===== src/design/gpps_pkg.sv =====
// Shared constants, types and tables of the predator-prey step engine.
package gpps_pkg;

  localparam int CNT_W      = 12;
  localparam int RATE_W     = 24;
  localparam int TIME_W     = 48;
  localparam int DRAW_W     = 16;
  localparam int KIND_W     = 3;
  localparam int CFG_IDX_W  = 3;
  localparam int CFG_DATA_W = 24;
  localparam int TERM_W     = 52;
  localparam int ALU_W      = 72;
  localparam int DIV_BITS   = 56;
  localparam int DIV_CNT_W  = $clog2(DIV_BITS);
  localparam int LOG_W      = 21;
  localparam logic [DRAW_W:0] LN2_Q16   = 17'd45426;
  localparam logic [TIME_W-1:0] UNIT_TIME = TIME_W'(65536);

  typedef enum logic [CFG_IDX_W-1:0] {
    CFG_SITE_COUNT  = 3'd0,
    CFG_PRED_DEATH  = 3'd1,
    CFG_PREY_BIRTH  = 3'd2,
    CFG_PRED_BREED  = 3'd3,
    CFG_PRED_PLAIN  = 3'd4,
    CFG_PREY_DEATH  = 3'd5,
    CFG_TIME_MODE   = 3'd6
  } cfg_idx_e;

  typedef enum logic [KIND_W-1:0] {
    KIND_RESTART    = 3'd0,
    KIND_PRED_DEATH = 3'd1,
    KIND_PREY_BIRTH = 3'd2,
    KIND_PREY_LOSS  = 3'd3,
    KIND_PREDATION  = 3'd4,
    KIND_ABSORBED   = 3'd5
  } kind_e;

  typedef enum logic [1:0] {
    ST_IDLE,
    ST_CALC,
    ST_DONE
  } state_e;

  typedef enum logic [3:0] {
    STEP_T1,
    STEP_NM,
    STEP_ME,
    STEP_BME,
    STEP_T2,
    STEP_PNM,
    STEP_P2,
    STEP_BNM,
    STEP_T4,
    STEP_DM,
    STEP_R,
    STEP_LOG,
    STEP_X,
    STEP_DT
  } step_e;

  typedef struct packed {
    logic             start;
    logic             is_div;
    logic [ALU_W-1:0] a;
    logic [ALU_W-1:0] b;
  } alu_req_t;

  typedef struct packed {
    logic             busy;
    logic             done;
    logic [ALU_W-1:0] result;
  } alu_rsp_t;

  function automatic logic [DRAW_W:0] log2_tab(input logic [4:0] idx);
    logic [DRAW_W:0] v;
    case (idx)
      5'd0:    v = 17'd0;
      5'd1:    v = 17'd5732;
      5'd2:    v = 17'd11136;
      5'd3:    v = 17'd16248;
      5'd4:    v = 17'd21098;
      5'd5:    v = 17'd25711;
      5'd6:    v = 17'd30109;
      5'd7:    v = 17'd34312;
      5'd8:    v = 17'd38336;
      5'd9:    v = 17'd42196;
      5'd10:   v = 17'd45904;
      5'd11:   v = 17'd49472;
      5'd12:   v = 17'd52911;
      5'd13:   v = 17'd56229;
      5'd14:   v = 17'd59434;
      5'd15:   v = 17'd62534;
      5'd16:   v = 17'd65536;
      default: v = 17'd0;
    endcase
    return v;
  endfunction

endpackage


===== src/design/gillespie_predator_prey_step.sv =====
// Top level of the Gillespie predator-prey step engine.
//
//   channel | handshake                   | payload
//   --------+-----------------------------+------------------------------------------
//   in      | in_valid_i / in_ready_o     | op_i, event_draw_i, time_draw_i
//   out     | out_valid_o / out_ready_i   | predator_count_o, prey_count_o,
//           |                             | elapsed_time_o, event_kind_o, absorbed_o
//   cfg     | cfg_we_i                    | cfg_index_i, cfg_data_i
//
// A step transaction runs ten multiplies and four divides in turn on the one
// shared unit; unit time mode skips the log and the last divide. The block takes
// one transaction at a time and is ready again once the result sits in the output
// register. A stalled output holds the commit of the next result. Reset loads
// the default configuration and a full lattice, half predators and half prey.
module gillespie_predator_prey_step (
  input  logic                              clk_i,
  input  logic                              rst_ni,
  input  logic                              in_valid_i,
  output logic                              in_ready_o,
  input  logic                              op_i,
  input  logic [gpps_pkg::DRAW_W-1:0]       event_draw_i,
  input  logic [gpps_pkg::DRAW_W-1:0]       time_draw_i,
  output logic                              out_valid_o,
  input  logic                              out_ready_i,
  output logic [gpps_pkg::CNT_W-1:0]        predator_count_o,
  output logic [gpps_pkg::CNT_W-1:0]        prey_count_o,
  output logic [gpps_pkg::TIME_W-1:0]       elapsed_time_o,
  output logic [gpps_pkg::KIND_W-1:0]       event_kind_o,
  output logic                              absorbed_o,
  input  logic                              cfg_we_i,
  input  logic [gpps_pkg::CFG_IDX_W-1:0]    cfg_index_i,
  input  logic [gpps_pkg::CFG_DATA_W-1:0]   cfg_data_i
);

  localparam int CW = gpps_pkg::CNT_W;
  localparam int RW = gpps_pkg::RATE_W;
  localparam int TW = gpps_pkg::TERM_W;
  localparam int AW = gpps_pkg::ALU_W;
  localparam int HW = gpps_pkg::TIME_W;
  localparam int DW = gpps_pkg::DRAW_W;
  localparam int LW = gpps_pkg::LOG_W;

  logic [CW-1:0] site_q;
  logic [RW-1:0] d1_q, b_q, p1_q, p2_q, d2_q;
  logic          tmode_q;

  logic [CW-1:0] pred_q, pred_d, prey_q, prey_d;
  logic [HW-1:0] time_q, time_d;
  logic [gpps_pkg::KIND_W-1:0] kind_q, kind_d;
  logic          abs_out_q, abs_out_d;
  logic          out_valid_q, out_valid_d;

  gpps_pkg::state_e st_q, st_d;
  gpps_pkg::step_e  step_q, step_d;
  logic          issued_q, issued_d;
  logic          op_q;
  logic [DW-1:0] u1_q, u2_q;
  logic          abs_q, abs_d;

  logic [TW-1:0] t1_q, t1_d, t2_q, t2_d, t3_q, t3_d, t4_q, t4_d;
  logic [TW-1:0] tmp_q, tmp_d, lam_q, lam_d, r_q, r_d;
  logic [2*CW-1:0] nm_q, nm_d, me_q, me_d;
  logic [LW-1:0] g_q, g_d;
  logic [HW-1:0] dt_q, dt_d;

  gpps_pkg::alu_req_t alu_req;
  gpps_pkg::alu_rsp_t alu_rsp;

  logic [CW:0]   occ;
  logic [CW-1:0] empty;
  logic [TW-1:0] lam_sum, c2, c3;
  logic [DW:0]   w, w_sh, ta, tb;
  logic [4:0]    k;
  logic [3:0]    idx;
  logic [11:0]   lo;
  logic [LW-1:0] logv;
  logic [HW:0]   time_sum;
  logic          accept;

  gpps_alu u_alu (
    .clk_i  (clk_i),
    .rst_ni (rst_ni),
    .req_i  (alu_req),
    .rsp_o  (alu_rsp)
  );

  always_ff @(posedge clk_i or negedge rst_ni) begin
    if (!rst_ni) begin
      site_q  <= CW'(1024);
      d1_q    <= RW'(65536);
      b_q     <= RW'(65536);
      p1_q    <= RW'(65536);
      p2_q    <= RW'(65536);
      d2_q    <= RW'(65536);
      tmode_q <= 1'b0;
    end else if (cfg_we_i) begin
      case (gpps_pkg::cfg_idx_e'(cfg_index_i))
        gpps_pkg::CFG_SITE_COUNT: site_q  <= cfg_data_i[CW-1:0];
        gpps_pkg::CFG_PRED_DEATH: d1_q    <= cfg_data_i[RW-1:0];
        gpps_pkg::CFG_PREY_BIRTH: b_q     <= cfg_data_i[RW-1:0];
        gpps_pkg::CFG_PRED_BREED: p1_q    <= cfg_data_i[RW-1:0];
        gpps_pkg::CFG_PRED_PLAIN: p2_q    <= cfg_data_i[RW-1:0];
        gpps_pkg::CFG_PREY_DEATH: d2_q    <= cfg_data_i[RW-1:0];
        gpps_pkg::CFG_TIME_MODE:  tmode_q <= cfg_data_i[0];
        default: ;
      endcase
    end
  end

  assign occ     = {1'b0, pred_q} + {1'b0, prey_q};
  assign empty   = ({1'b0, site_q} > occ) ? CW'({1'b0, site_q} - occ) : '0;
  assign lam_sum = t1_q + t2_q + t3_q + t4_q;
  assign c2      = t1_q + t2_q;
  assign c3      = c2 + t3_q;

  always_comb begin
    k = '0;
    for (int i = 0; i <= DW; i++) begin
      if (w[i]) k = 5'(i);
    end
  end
  assign w    = (DW+1)'(1 << DW) - {1'b0, u2_q};
  assign w_sh = w << (5'(DW) - k);
  assign idx  = w_sh[DW-1:DW-4];
  assign lo   = w_sh[11:0];
  assign ta   = gpps_pkg::log2_tab({1'b0, idx});
  assign tb   = gpps_pkg::log2_tab(5'({1'b0, idx}) + 5'd1);
  assign logv = {k, 16'b0} + LW'(ta) + LW'(alu_rsp.result[24:12]);

  assign accept    = in_valid_i && in_ready_o;
  assign time_sum  = {1'b0, time_q} + {1'b0, dt_q};

  always_comb begin
    alu_req.start  = (st_q == gpps_pkg::ST_CALC) && !issued_q && !alu_rsp.busy;
    alu_req.is_div = 1'b0;
    alu_req.a      = '0;
    alu_req.b      = '0;
    case (step_q)
      gpps_pkg::STEP_T1:  begin alu_req.a = AW'(d1_q);   alu_req.b = AW'(pred_q); end
      gpps_pkg::STEP_NM:  begin alu_req.a = AW'(pred_q); alu_req.b = AW'(prey_q); end
      gpps_pkg::STEP_ME:  begin alu_req.a = AW'(prey_q); alu_req.b = AW'(empty);  end
      gpps_pkg::STEP_BME: begin alu_req.a = AW'(b_q);    alu_req.b = AW'(me_q);   end
      gpps_pkg::STEP_PNM: begin alu_req.a = AW'(p2_q);   alu_req.b = AW'(nm_q);   end
      gpps_pkg::STEP_BNM: begin alu_req.a = AW'(p1_q);   alu_req.b = AW'(nm_q);   end
      gpps_pkg::STEP_DM:  begin alu_req.a = AW'(d2_q);   alu_req.b = AW'(prey_q); end
      gpps_pkg::STEP_R:   begin alu_req.a = AW'(lam_sum); alu_req.b = AW'(u1_q);  end
      gpps_pkg::STEP_LOG: begin alu_req.a = AW'(tb - ta); alu_req.b = AW'(lo);    end
      gpps_pkg::STEP_X:   begin alu_req.a = AW'(g_q); alu_req.b = AW'(gpps_pkg::LN2_Q16); end
      gpps_pkg::STEP_DT:  begin
        alu_req.is_div = 1'b1;
        alu_req.a      = AW'(tmp_q);
        alu_req.b      = AW'(lam_q);
      end
      gpps_pkg::STEP_T2, gpps_pkg::STEP_P2, gpps_pkg::STEP_T4: begin
        alu_req.is_div = 1'b1;
        alu_req.a      = AW'({tmp_q, 1'b0});
        alu_req.b      = AW'(site_q);
      end
      default: ;
    endcase
  end

  always_comb begin
    st_d        = st_q;
    step_d      = step_q;
    issued_d    = issued_q;
    abs_d       = abs_q;
    t1_d = t1_q; t2_d = t2_q; t3_d = t3_q; t4_d = t4_q;
    tmp_d = tmp_q; lam_d = lam_q; r_d = r_q;
    nm_d = nm_q; me_d = me_q; g_d = g_q; dt_d = dt_q;
    pred_d      = pred_q;
    prey_d      = prey_q;
    time_d      = time_q;
    kind_d      = kind_q;
    abs_out_d   = abs_out_q;
    out_valid_d = out_valid_q && !out_ready_i;
    in_ready_o  = (st_q == gpps_pkg::ST_IDLE);
    case (st_q)
      gpps_pkg::ST_IDLE: begin
        if (accept) begin
          abs_d    = 1'b0;
          issued_d = 1'b0;
          step_d   = gpps_pkg::STEP_T1;
          st_d     = op_i ? gpps_pkg::ST_CALC : gpps_pkg::ST_DONE;
        end
      end
      gpps_pkg::ST_CALC: begin
        if (alu_req.start) issued_d = 1'b1;
        if (alu_rsp.done) begin
          issued_d = 1'b0;
          step_d   = gpps_pkg::step_e'(step_q + 1'b1);
          case (step_q)
            gpps_pkg::STEP_T1:  t1_d  = TW'(alu_rsp.result);
            gpps_pkg::STEP_NM:  nm_d  = (2*CW)'(alu_rsp.result);
            gpps_pkg::STEP_ME:  me_d  = (2*CW)'(alu_rsp.result);
            gpps_pkg::STEP_BME: tmp_d = TW'(alu_rsp.result);
            gpps_pkg::STEP_T2:  t2_d  = (site_q == '0) ? '0 : TW'(alu_rsp.result);
            gpps_pkg::STEP_PNM: tmp_d = TW'(alu_rsp.result);
            gpps_pkg::STEP_P2:  t3_d  = (site_q == '0) ? '0 : TW'(alu_rsp.result);
            gpps_pkg::STEP_BNM: tmp_d = TW'(alu_rsp.result);
            gpps_pkg::STEP_T4:  t4_d  = (site_q == '0) ? '0 : TW'(alu_rsp.result);
            gpps_pkg::STEP_DM:  t3_d  = t3_q + TW'(alu_rsp.result);
            gpps_pkg::STEP_R: begin
              r_d   = TW'(alu_rsp.result >> 16);
              lam_d = lam_sum;
              if (lam_sum == '0) begin
                abs_d = 1'b1;
                st_d  = gpps_pkg::ST_DONE;
              end else if (tmode_q) begin
                dt_d = gpps_pkg::UNIT_TIME;
                st_d = gpps_pkg::ST_DONE;
              end
            end
            gpps_pkg::STEP_LOG: g_d   = LW'(1 << 20) - logv;
            gpps_pkg::STEP_X:   tmp_d = TW'(alu_rsp.result);
            gpps_pkg::STEP_DT: begin
              dt_d = HW'(alu_rsp.result);
              st_d = gpps_pkg::ST_DONE;
            end
            default: ;
          endcase
        end
      end
      gpps_pkg::ST_DONE: begin
        if (!out_valid_q || out_ready_i) begin
          out_valid_d = 1'b1;
          st_d        = gpps_pkg::ST_IDLE;
          abs_out_d   = 1'b0;
          if (!op_q) begin
            pred_d = site_q >> 1;
            prey_d = site_q >> 1;
            time_d = '0;
            kind_d = gpps_pkg::KIND_RESTART;
          end else if (abs_q) begin
            kind_d    = gpps_pkg::KIND_ABSORBED;
            abs_out_d = 1'b1;
          end else begin
            time_d = time_sum[HW] ? '1 : time_sum[HW-1:0];
            if (r_q < t1_q) begin
              kind_d = gpps_pkg::KIND_PRED_DEATH;
              if (pred_q != '0) pred_d = pred_q - 1'b1;
            end else if (r_q < c2) begin
              kind_d = gpps_pkg::KIND_PREY_BIRTH;
              if (prey_q != '1) prey_d = prey_q + 1'b1;
            end else if (r_q < c3) begin
              kind_d = gpps_pkg::KIND_PREY_LOSS;
              if (prey_q != '0) prey_d = prey_q - 1'b1;
            end else begin
              kind_d = gpps_pkg::KIND_PREDATION;
              if (pred_q != '1) pred_d = pred_q + 1'b1;
              if (prey_q != '0) prey_d = prey_q - 1'b1;
            end
          end
        end
      end
      default: st_d = gpps_pkg::ST_IDLE;
    endcase
  end

  always_ff @(posedge clk_i or negedge rst_ni) begin
    if (!rst_ni) begin
      st_q        <= gpps_pkg::ST_IDLE;
      step_q      <= gpps_pkg::STEP_T1;
      issued_q    <= 1'b0;
      abs_q       <= 1'b0;
      out_valid_q <= 1'b0;
      pred_q      <= CW'(512);
      prey_q      <= CW'(512);
      time_q      <= '0;
      kind_q      <= gpps_pkg::KIND_RESTART;
      abs_out_q   <= 1'b0;
    end else begin
      st_q        <= st_d;
      step_q      <= step_d;
      issued_q    <= issued_d;
      abs_q       <= abs_d;
      out_valid_q <= out_valid_d;
      pred_q      <= pred_d;
      prey_q      <= prey_d;
      time_q      <= time_d;
      kind_q      <= kind_d;
      abs_out_q   <= abs_out_d;
    end
  end

  always_ff @(posedge clk_i) begin
    if (accept) begin
      op_q <= op_i;
      u1_q <= event_draw_i;
      u2_q <= time_draw_i;
    end
    t1_q  <= t1_d;
    t2_q  <= t2_d;
    t3_q  <= t3_d;
    t4_q  <= t4_d;
    tmp_q <= tmp_d;
    lam_q <= lam_d;
    r_q   <= r_d;
    nm_q  <= nm_d;
    me_q  <= me_d;
    g_q   <= g_d;
    dt_q  <= dt_d;
  end

  assign out_valid_o      = out_valid_q;
  assign predator_count_o = pred_q;
  assign prey_count_o     = prey_q;
  assign elapsed_time_o   = time_q;
  assign event_kind_o     = kind_q;
  assign absorbed_o       = abs_out_q;

endmodule


===== src/design/gpps_alu.sv =====
// Shared multiply (8 bits per cycle) and restoring divide (1 bit per cycle) unit.
module gpps_alu (
  input  logic                clk_i,
  input  logic                rst_ni,
  input  gpps_pkg::alu_req_t  req_i,
  output gpps_pkg::alu_rsp_t  rsp_o
);

  logic                                busy_q, busy_d;
  logic                                div_q, div_d;
  logic                                done_q, done_d;
  logic [gpps_pkg::ALU_W-1:0]          a_q, a_d, b_q, b_d, acc_q, acc_d, rem_q, rem_d;
  logic [gpps_pkg::ALU_W-1:0]          rem_sh;
  logic [gpps_pkg::DIV_CNT_W-1:0]      cnt_q, cnt_d;

  always_comb begin
    busy_d = busy_q;
    div_d  = div_q;
    done_d = 1'b0;
    a_d    = a_q;
    b_d    = b_q;
    acc_d  = acc_q;
    rem_d  = rem_q;
    cnt_d  = cnt_q;
    rem_sh = {rem_q[gpps_pkg::ALU_W-2:0], a_q[gpps_pkg::DIV_BITS-1]};
    if (!busy_q) begin
      if (req_i.start) begin
        busy_d = 1'b1;
        div_d  = req_i.is_div;
        a_d    = req_i.a;
        b_d    = req_i.b;
        acc_d  = '0;
        rem_d  = '0;
        cnt_d  = gpps_pkg::DIV_CNT_W'(gpps_pkg::DIV_BITS - 1);
      end
    end else if (div_q) begin
      a_d = a_q << 1;
      if (rem_sh >= b_q) begin
        rem_d = rem_sh - b_q;
        acc_d = {acc_q[gpps_pkg::ALU_W-2:0], 1'b1};
      end else begin
        rem_d = rem_sh;
        acc_d = {acc_q[gpps_pkg::ALU_W-2:0], 1'b0};
      end
      if (cnt_q == '0) begin
        busy_d = 1'b0;
        done_d = 1'b1;
      end else begin
        cnt_d = cnt_q - 1'b1;
      end
    end else begin
      acc_d = acc_q + (a_q * gpps_pkg::ALU_W'(b_q[7:0]));
      a_d   = a_q << 8;
      b_d   = b_q >> 8;
      if (b_q[gpps_pkg::ALU_W-1:8] == '0) begin
        busy_d = 1'b0;
        done_d = 1'b1;
      end
    end
  end

  always_ff @(posedge clk_i or negedge rst_ni) begin
    if (!rst_ni) begin
      busy_q <= 1'b0;
      done_q <= 1'b0;
      div_q  <= 1'b0;
      cnt_q  <= '0;
    end else begin
      busy_q <= busy_d;
      done_q <= done_d;
      div_q  <= div_d;
      cnt_q  <= cnt_d;
    end
  end

  always_ff @(posedge clk_i) begin
    a_q   <= a_d;
    b_q   <= b_d;
    acc_q <= acc_d;
    rem_q <= rem_d;
  end

  assign rsp_o.busy   = busy_q;
  assign rsp_o.done   = done_q;
  assign rsp_o.result = acc_q;

endmodule


===== config.mk =====
export PLATFORM = sky130hd
export DESIGN_NAME = gillespie_predator_prey_step
export DESIGN_NICKNAME = d
export VERILOG_FILES = /design/src/design/gpps_pkg.sv /design/src/design/gillespie_predator_prey_step.sv /design/src/design/gpps_alu.sv
export SDC_FILE = /design/constraint.sdc
export NUM_CORES = 2
export LEC_CHECK = 0
export BUFFER_PORTS_ARGS = -buffer_cell sky130_fd_sc_hd__buf_2
export CAP_MARGIN = 30
export CORE_MARGIN = 10
export CORE_UTILIZATION = 50
export CTS_BUF_LIST = sky130_fd_sc_hd__clkbuf_16
export CTS_CLUSTER_DIAMETER = 50
export CTS_CLUSTER_SIZE = 14
export DETAILED_ROUTE_END_ITERATION = 8
export PLACE_DENSITY = 0.66
export SLEW_MARGIN = 25
export SYNTH_ARGS = -nofsm -noshare
export SYNTH_HDL_FRONTEND = slang
export SYNTH_SLANG_ARGS = --single-unit

===== constraint.sdc =====
create_clock -name clk_i -period 13 [get_ports clk_i]
set_input_delay 3.9 -clock clk_i [delete_from_list [all_inputs] [get_ports clk_i]]
set_output_delay 3.9 -clock clk_i [all_outputs]
set_load 0.005 [all_outputs]

==> flow_metrics.env <==
export IMPL_setup_viol=0
export IMPL_yosysSeqAreaShare=0.349
export IMPL_grtUsageTotal=0.310
export IMPL_finClkSkew_ps=55.0
export IMPL_startpoint_type="register"
export IMPL_status="finished, final reports clean"
export IMPL_synth_avg_cell_area_um2=9.82
export IMPL_drive_gt1_frac=0.0955
export IMPL_synth_top_family_by_area="adder cells"
export IMPL_tns_ps=0
export IMPL_portBuffers=142
export IMPL_drc=0
export IMPL_cp_startpoint="u2_q[0]$_DFFE_PP_"
export IMPL_grt_max_degree=93
export IMPL_ir_drop_mv=0.326
export IMPL_synth_distinct_cells=122
export IMPL_comb_power_share=0.512
export IMPL_hold_path_class="register to register"
export IMPL_cts_num_sinks=1000
export IMPL_p_int_mw=10.2
export IMPL_synth_nets=9622
export IMPL_vias_per_cell=6.34
export IMPL_cts_root_buf="clkbuf_16"
export IMPL_die_w_um=427
export IMPL_period_minus_slack_ps=11560
export IMPL_rsz0062_at_grt="false"
export IMPL_synth_enable_flop_cells=773
export IMPL_synth_fa_ha_area_frac=0.209
export IMPL_layout_cells_non_filler=10769
export IMPL_cts_tree="done"
export IMPL_hpwl_um=215000
export IMPL_netSwitchingPower_mw=8.16
export IMPL_holdCritStartpoint="u_alu.acc_q[57]$_SDFFCE_PN0P_"
export IMPL_postSynthCellCount=8444
export IMPL_timing_fmax_mhz=86.5
export IMPL_drtIter0Drc=7887
export IMPL_final_cell_mix="852 x nand2_1, 773 x edfxtp_1, 735 x inv_1"
export IMPL_worst_pin_slew_ps=1090
export IMPL_finalWirelength_um=287000
export IMPL_grt_pass1_vias=66534
export IMPL_place_gp_congestion=0.989
export IMPL_dr_pass1_iters=9
export IMPL_powerDensity_mw_per_mm2=202
export IMPL_switching_share=0.445
export IMPL_path_max_fanout=37
export IMPL_cts_buffers=132
export IMPL_initial_core_util=0.503
export IMPL_drv_cap=0
export IMPL_cts_hold_buf=0
export IMPL_hold_violations=0
export IMPL_postRouteAntennaNets=0
export IMPL_wl_per_cell_um=26.6
export IMPL_grt_pass1_wl_um=428000
export IMPL_area_growth_pct=9.37
export IMPL_antenna_found_initial=26
export IMPL_cpMaxStageDelayCell="xor2_1"
export IMPL_synthMuxAreaShare=0.0355
export IMPL_slew_headroom=0.275
export IMPL_final_max_slew_viol_count=0
export IMPL_crit_top_cell="ha_1"
export IMPL_postCtsSetupRepairBufs=0
export IMPL_core_region_area_mm2=0.165
export IMPL_endpoint_kind="register"
export IMPL_final_common_cell="nand2_1"
export IMPL_clockPowerShare=0.209
export IMPL_arrival_ps=12030
export IMPL_synth_xor_area_frac=0.0478
export IMPL_cts_clk_slew_worst_paths_ps=60
export IMPL_fp_dieH_um=427
export IMPL_clockBufferDepth=3
export IMPL_fin_nets=9637
export IMPL_dp_slack_ps=1670
export IMPL_crit_required_ps=13470
export IMPL_cts_resized=0
export IMPL_synthSimpleGateAreaFrac=0.136
export IMPL_yosysWarnings=0
export IMPL_worst_slack_ps=1440
export IMPL_ys_ff_latch=1000
export IMPL_fp_row_count=149
export IMPL_yosys_most_used_dff="edfxtp_1"
export IMPL_async_flop_share=0.227
export IMPL_power_leakage_nw=40.1
export IMPL_pwr_share_seq=0.279
export IMPL_criticalPathCategory="register to register"
export IMPL_io_pins=143
export IMPL_reg2reg_from="u2_q[0]$_DFFE_PP_"
export IMPL_post_route_period_util=0.889
export IMPL_grt_remaining_overflow=0
export IMPL_dpl_cell_count=10509
export IMPL_vias=68310
export IMPL_synth_compound_area_share=0.172
export IMPL_dieArea_mm2=0.182
export IMPL_cpPeakStageDelay_ps=730
export IMPL_synthesis_area_mm2=0.0829
export IMPL_insertion_delay_ps=820
export IMPL_htreeDepth=4
-- synth_stat cells (47+ instances only) --
| master | instances | share of area |
|---|---|---|
| mux2_2 | 180 | 0.024 |
| xor2_1 | 170 | 0.018 |
| nand3_1 | 126 | 0.0076 |
| nor3_1 | 85 | 0.0051 |
| nor4_1 | 47 | 0.0035 |
| clkbuf_1 | 315 | 0.014 |
| buf_1 | 51 | 0.0023 |
| and3_1 | 69 | 0.0052 |
| o21bai_1 | 65 | 0.0059 |
| inv_1 | 732 | 0.033 |
| o21ai_0 | 435 | 0.026 |
| o21a_1 | 75 | 0.0068 |
| dfrtp_1 | 219 | 0.066 |
| a221oi_1 | 50 | 0.0053 |
| nand4_1 | 103 | 0.0078 |
| a211oi_1 | 52 | 0.0047 |
| nor2b_1 | 68 | 0.0051 |
| and2_1 | 245 | 0.018 |
| mux2i_1 | 81 | 0.0098 |
| fa_1 | 450 | 0.11 |
| a22oi_1 | 76 | 0.0069 |
| a222oi_1 | 50 | 0.0060 |
| ha_1 | 663 | 0.10 |
| a31oi_1 | 102 | 0.0077 |
| xnor2_1 | 270 | 0.029 |
| nand2_1 | 855 | 0.039 |
| nand2b_1 | 80 | 0.0060 |
| a21o_1 | 318 | 0.029 |
| a21oi_1 | 512 | 0.031 |
| edfxtp_1 | 773 | 0.28 |
| nor2_1 | 546 | 0.025 |
-- power groups by stage --
stage	clock, mW	combinational, mW	sequential (mW)
after floorplan	0	6.50	4.82
after global placement	0	8.90	5.15
after detailed placement	0	9.13	5.16
after CTS	3.86	9.21	5.10
after global routing	3.99	10.3	5.16
final	3.82	9.39	5.13
-- flip-flops by register name, summed over array words and instances, names as in the netlist, 48 cells and up --
register	cells
u_alu.rem_q	71
u_alu.a_q	68
u_alu.acc_q	68
lam_q	52
r_q	52
t1_q	52
t2_q	52
t3_q	52
t4_q	52
tmp_q	52
u_alu.b_q	52
dt_q	48
elapsed_time_o	48
-- kinds of logic after synthesis --
group / Yosys count
simple gates: 2365
fa+ha+maj: 1113
xor+xnor: 445
buf+inv: 1122
mux: 266
flops: 1000
compound gates: 2133
-- worst max-delay path: cells and delay by family (launching register included) --
family | cells | cell delay [ps]
AO/OA/AOI/OAI | 13 | 2780
XOR/XNOR | 1 | 730
adder cells (fa/ha/maj) | 5 | 1800
buffers and inverters | 7 | 1990
flip-flops | 1 | 590
multiplexers | 2 | 590
AND/OR/NAND/NOR | 12 | 2670
-- stage by stage --
stage | total power, mW | hold slack (ps) | area (µm²) | utilization
final | 18.3 | 486 | 90700 | 0.550
after global routing | 19.5 | 508 | 90600 | 0.550
after CTS | 18.2 | 489 | 90500 | 0.549
after detailed placement | 14.3 | 475 | 86000 | 0.522
after global placement | 14.0 | 470 | 85800 | 0.521
after floorplan | 11.3 | 426 | 82900 | -
-- final timing paths --
| kind | endpoint | slack (ps) | cells past startpoint |
|---|---|---|---|
| max | u_alu.a_q[23]$_DFFE_PP_ | 1440 | 40 |
| min | r_q[41]$_DFFE_PP_ | 490 | 0 |
| min in group asynchronous | absorbed_o$_DFFE_PN0P_ | 3150 | 1 |
| min reg2reg | r_q[41]$_DFFE_PP_ | 490 | 0 |
| max reg2reg | u_alu.a_q[23]$_DFFE_PP_ | 1440 | 40 |
| max in group asynchronous | d2_q[11]$_DFFE_PN0P_ | 8480 | 2 |
-- routing by layer --
metal / wire [µm] / share of wire / global-route usage
met1: 117000 / 0.41 / 0.426
met4: 13100 / 0.046 / 0.127
met2: 122000 / 0.43 / 0.457
met5: 91 / 0.00032 / 0
met3: 34400 / 0.12 / 0.0896
-- layout make-up --
class	count	area, µm²
Clock buffer	133	3330
Fill cell	14493	74100
Multi-Input combinational cell	6322	49900
Tap cell	2189	2740
Antenna cell	13	32.5
Timing Repair Buffer	268	1770
Clock inverter	109	1240
Sequential cell	1000	28900
Inverter	735	2770
No activity file was read; power rests on OpenSTA's default activity.
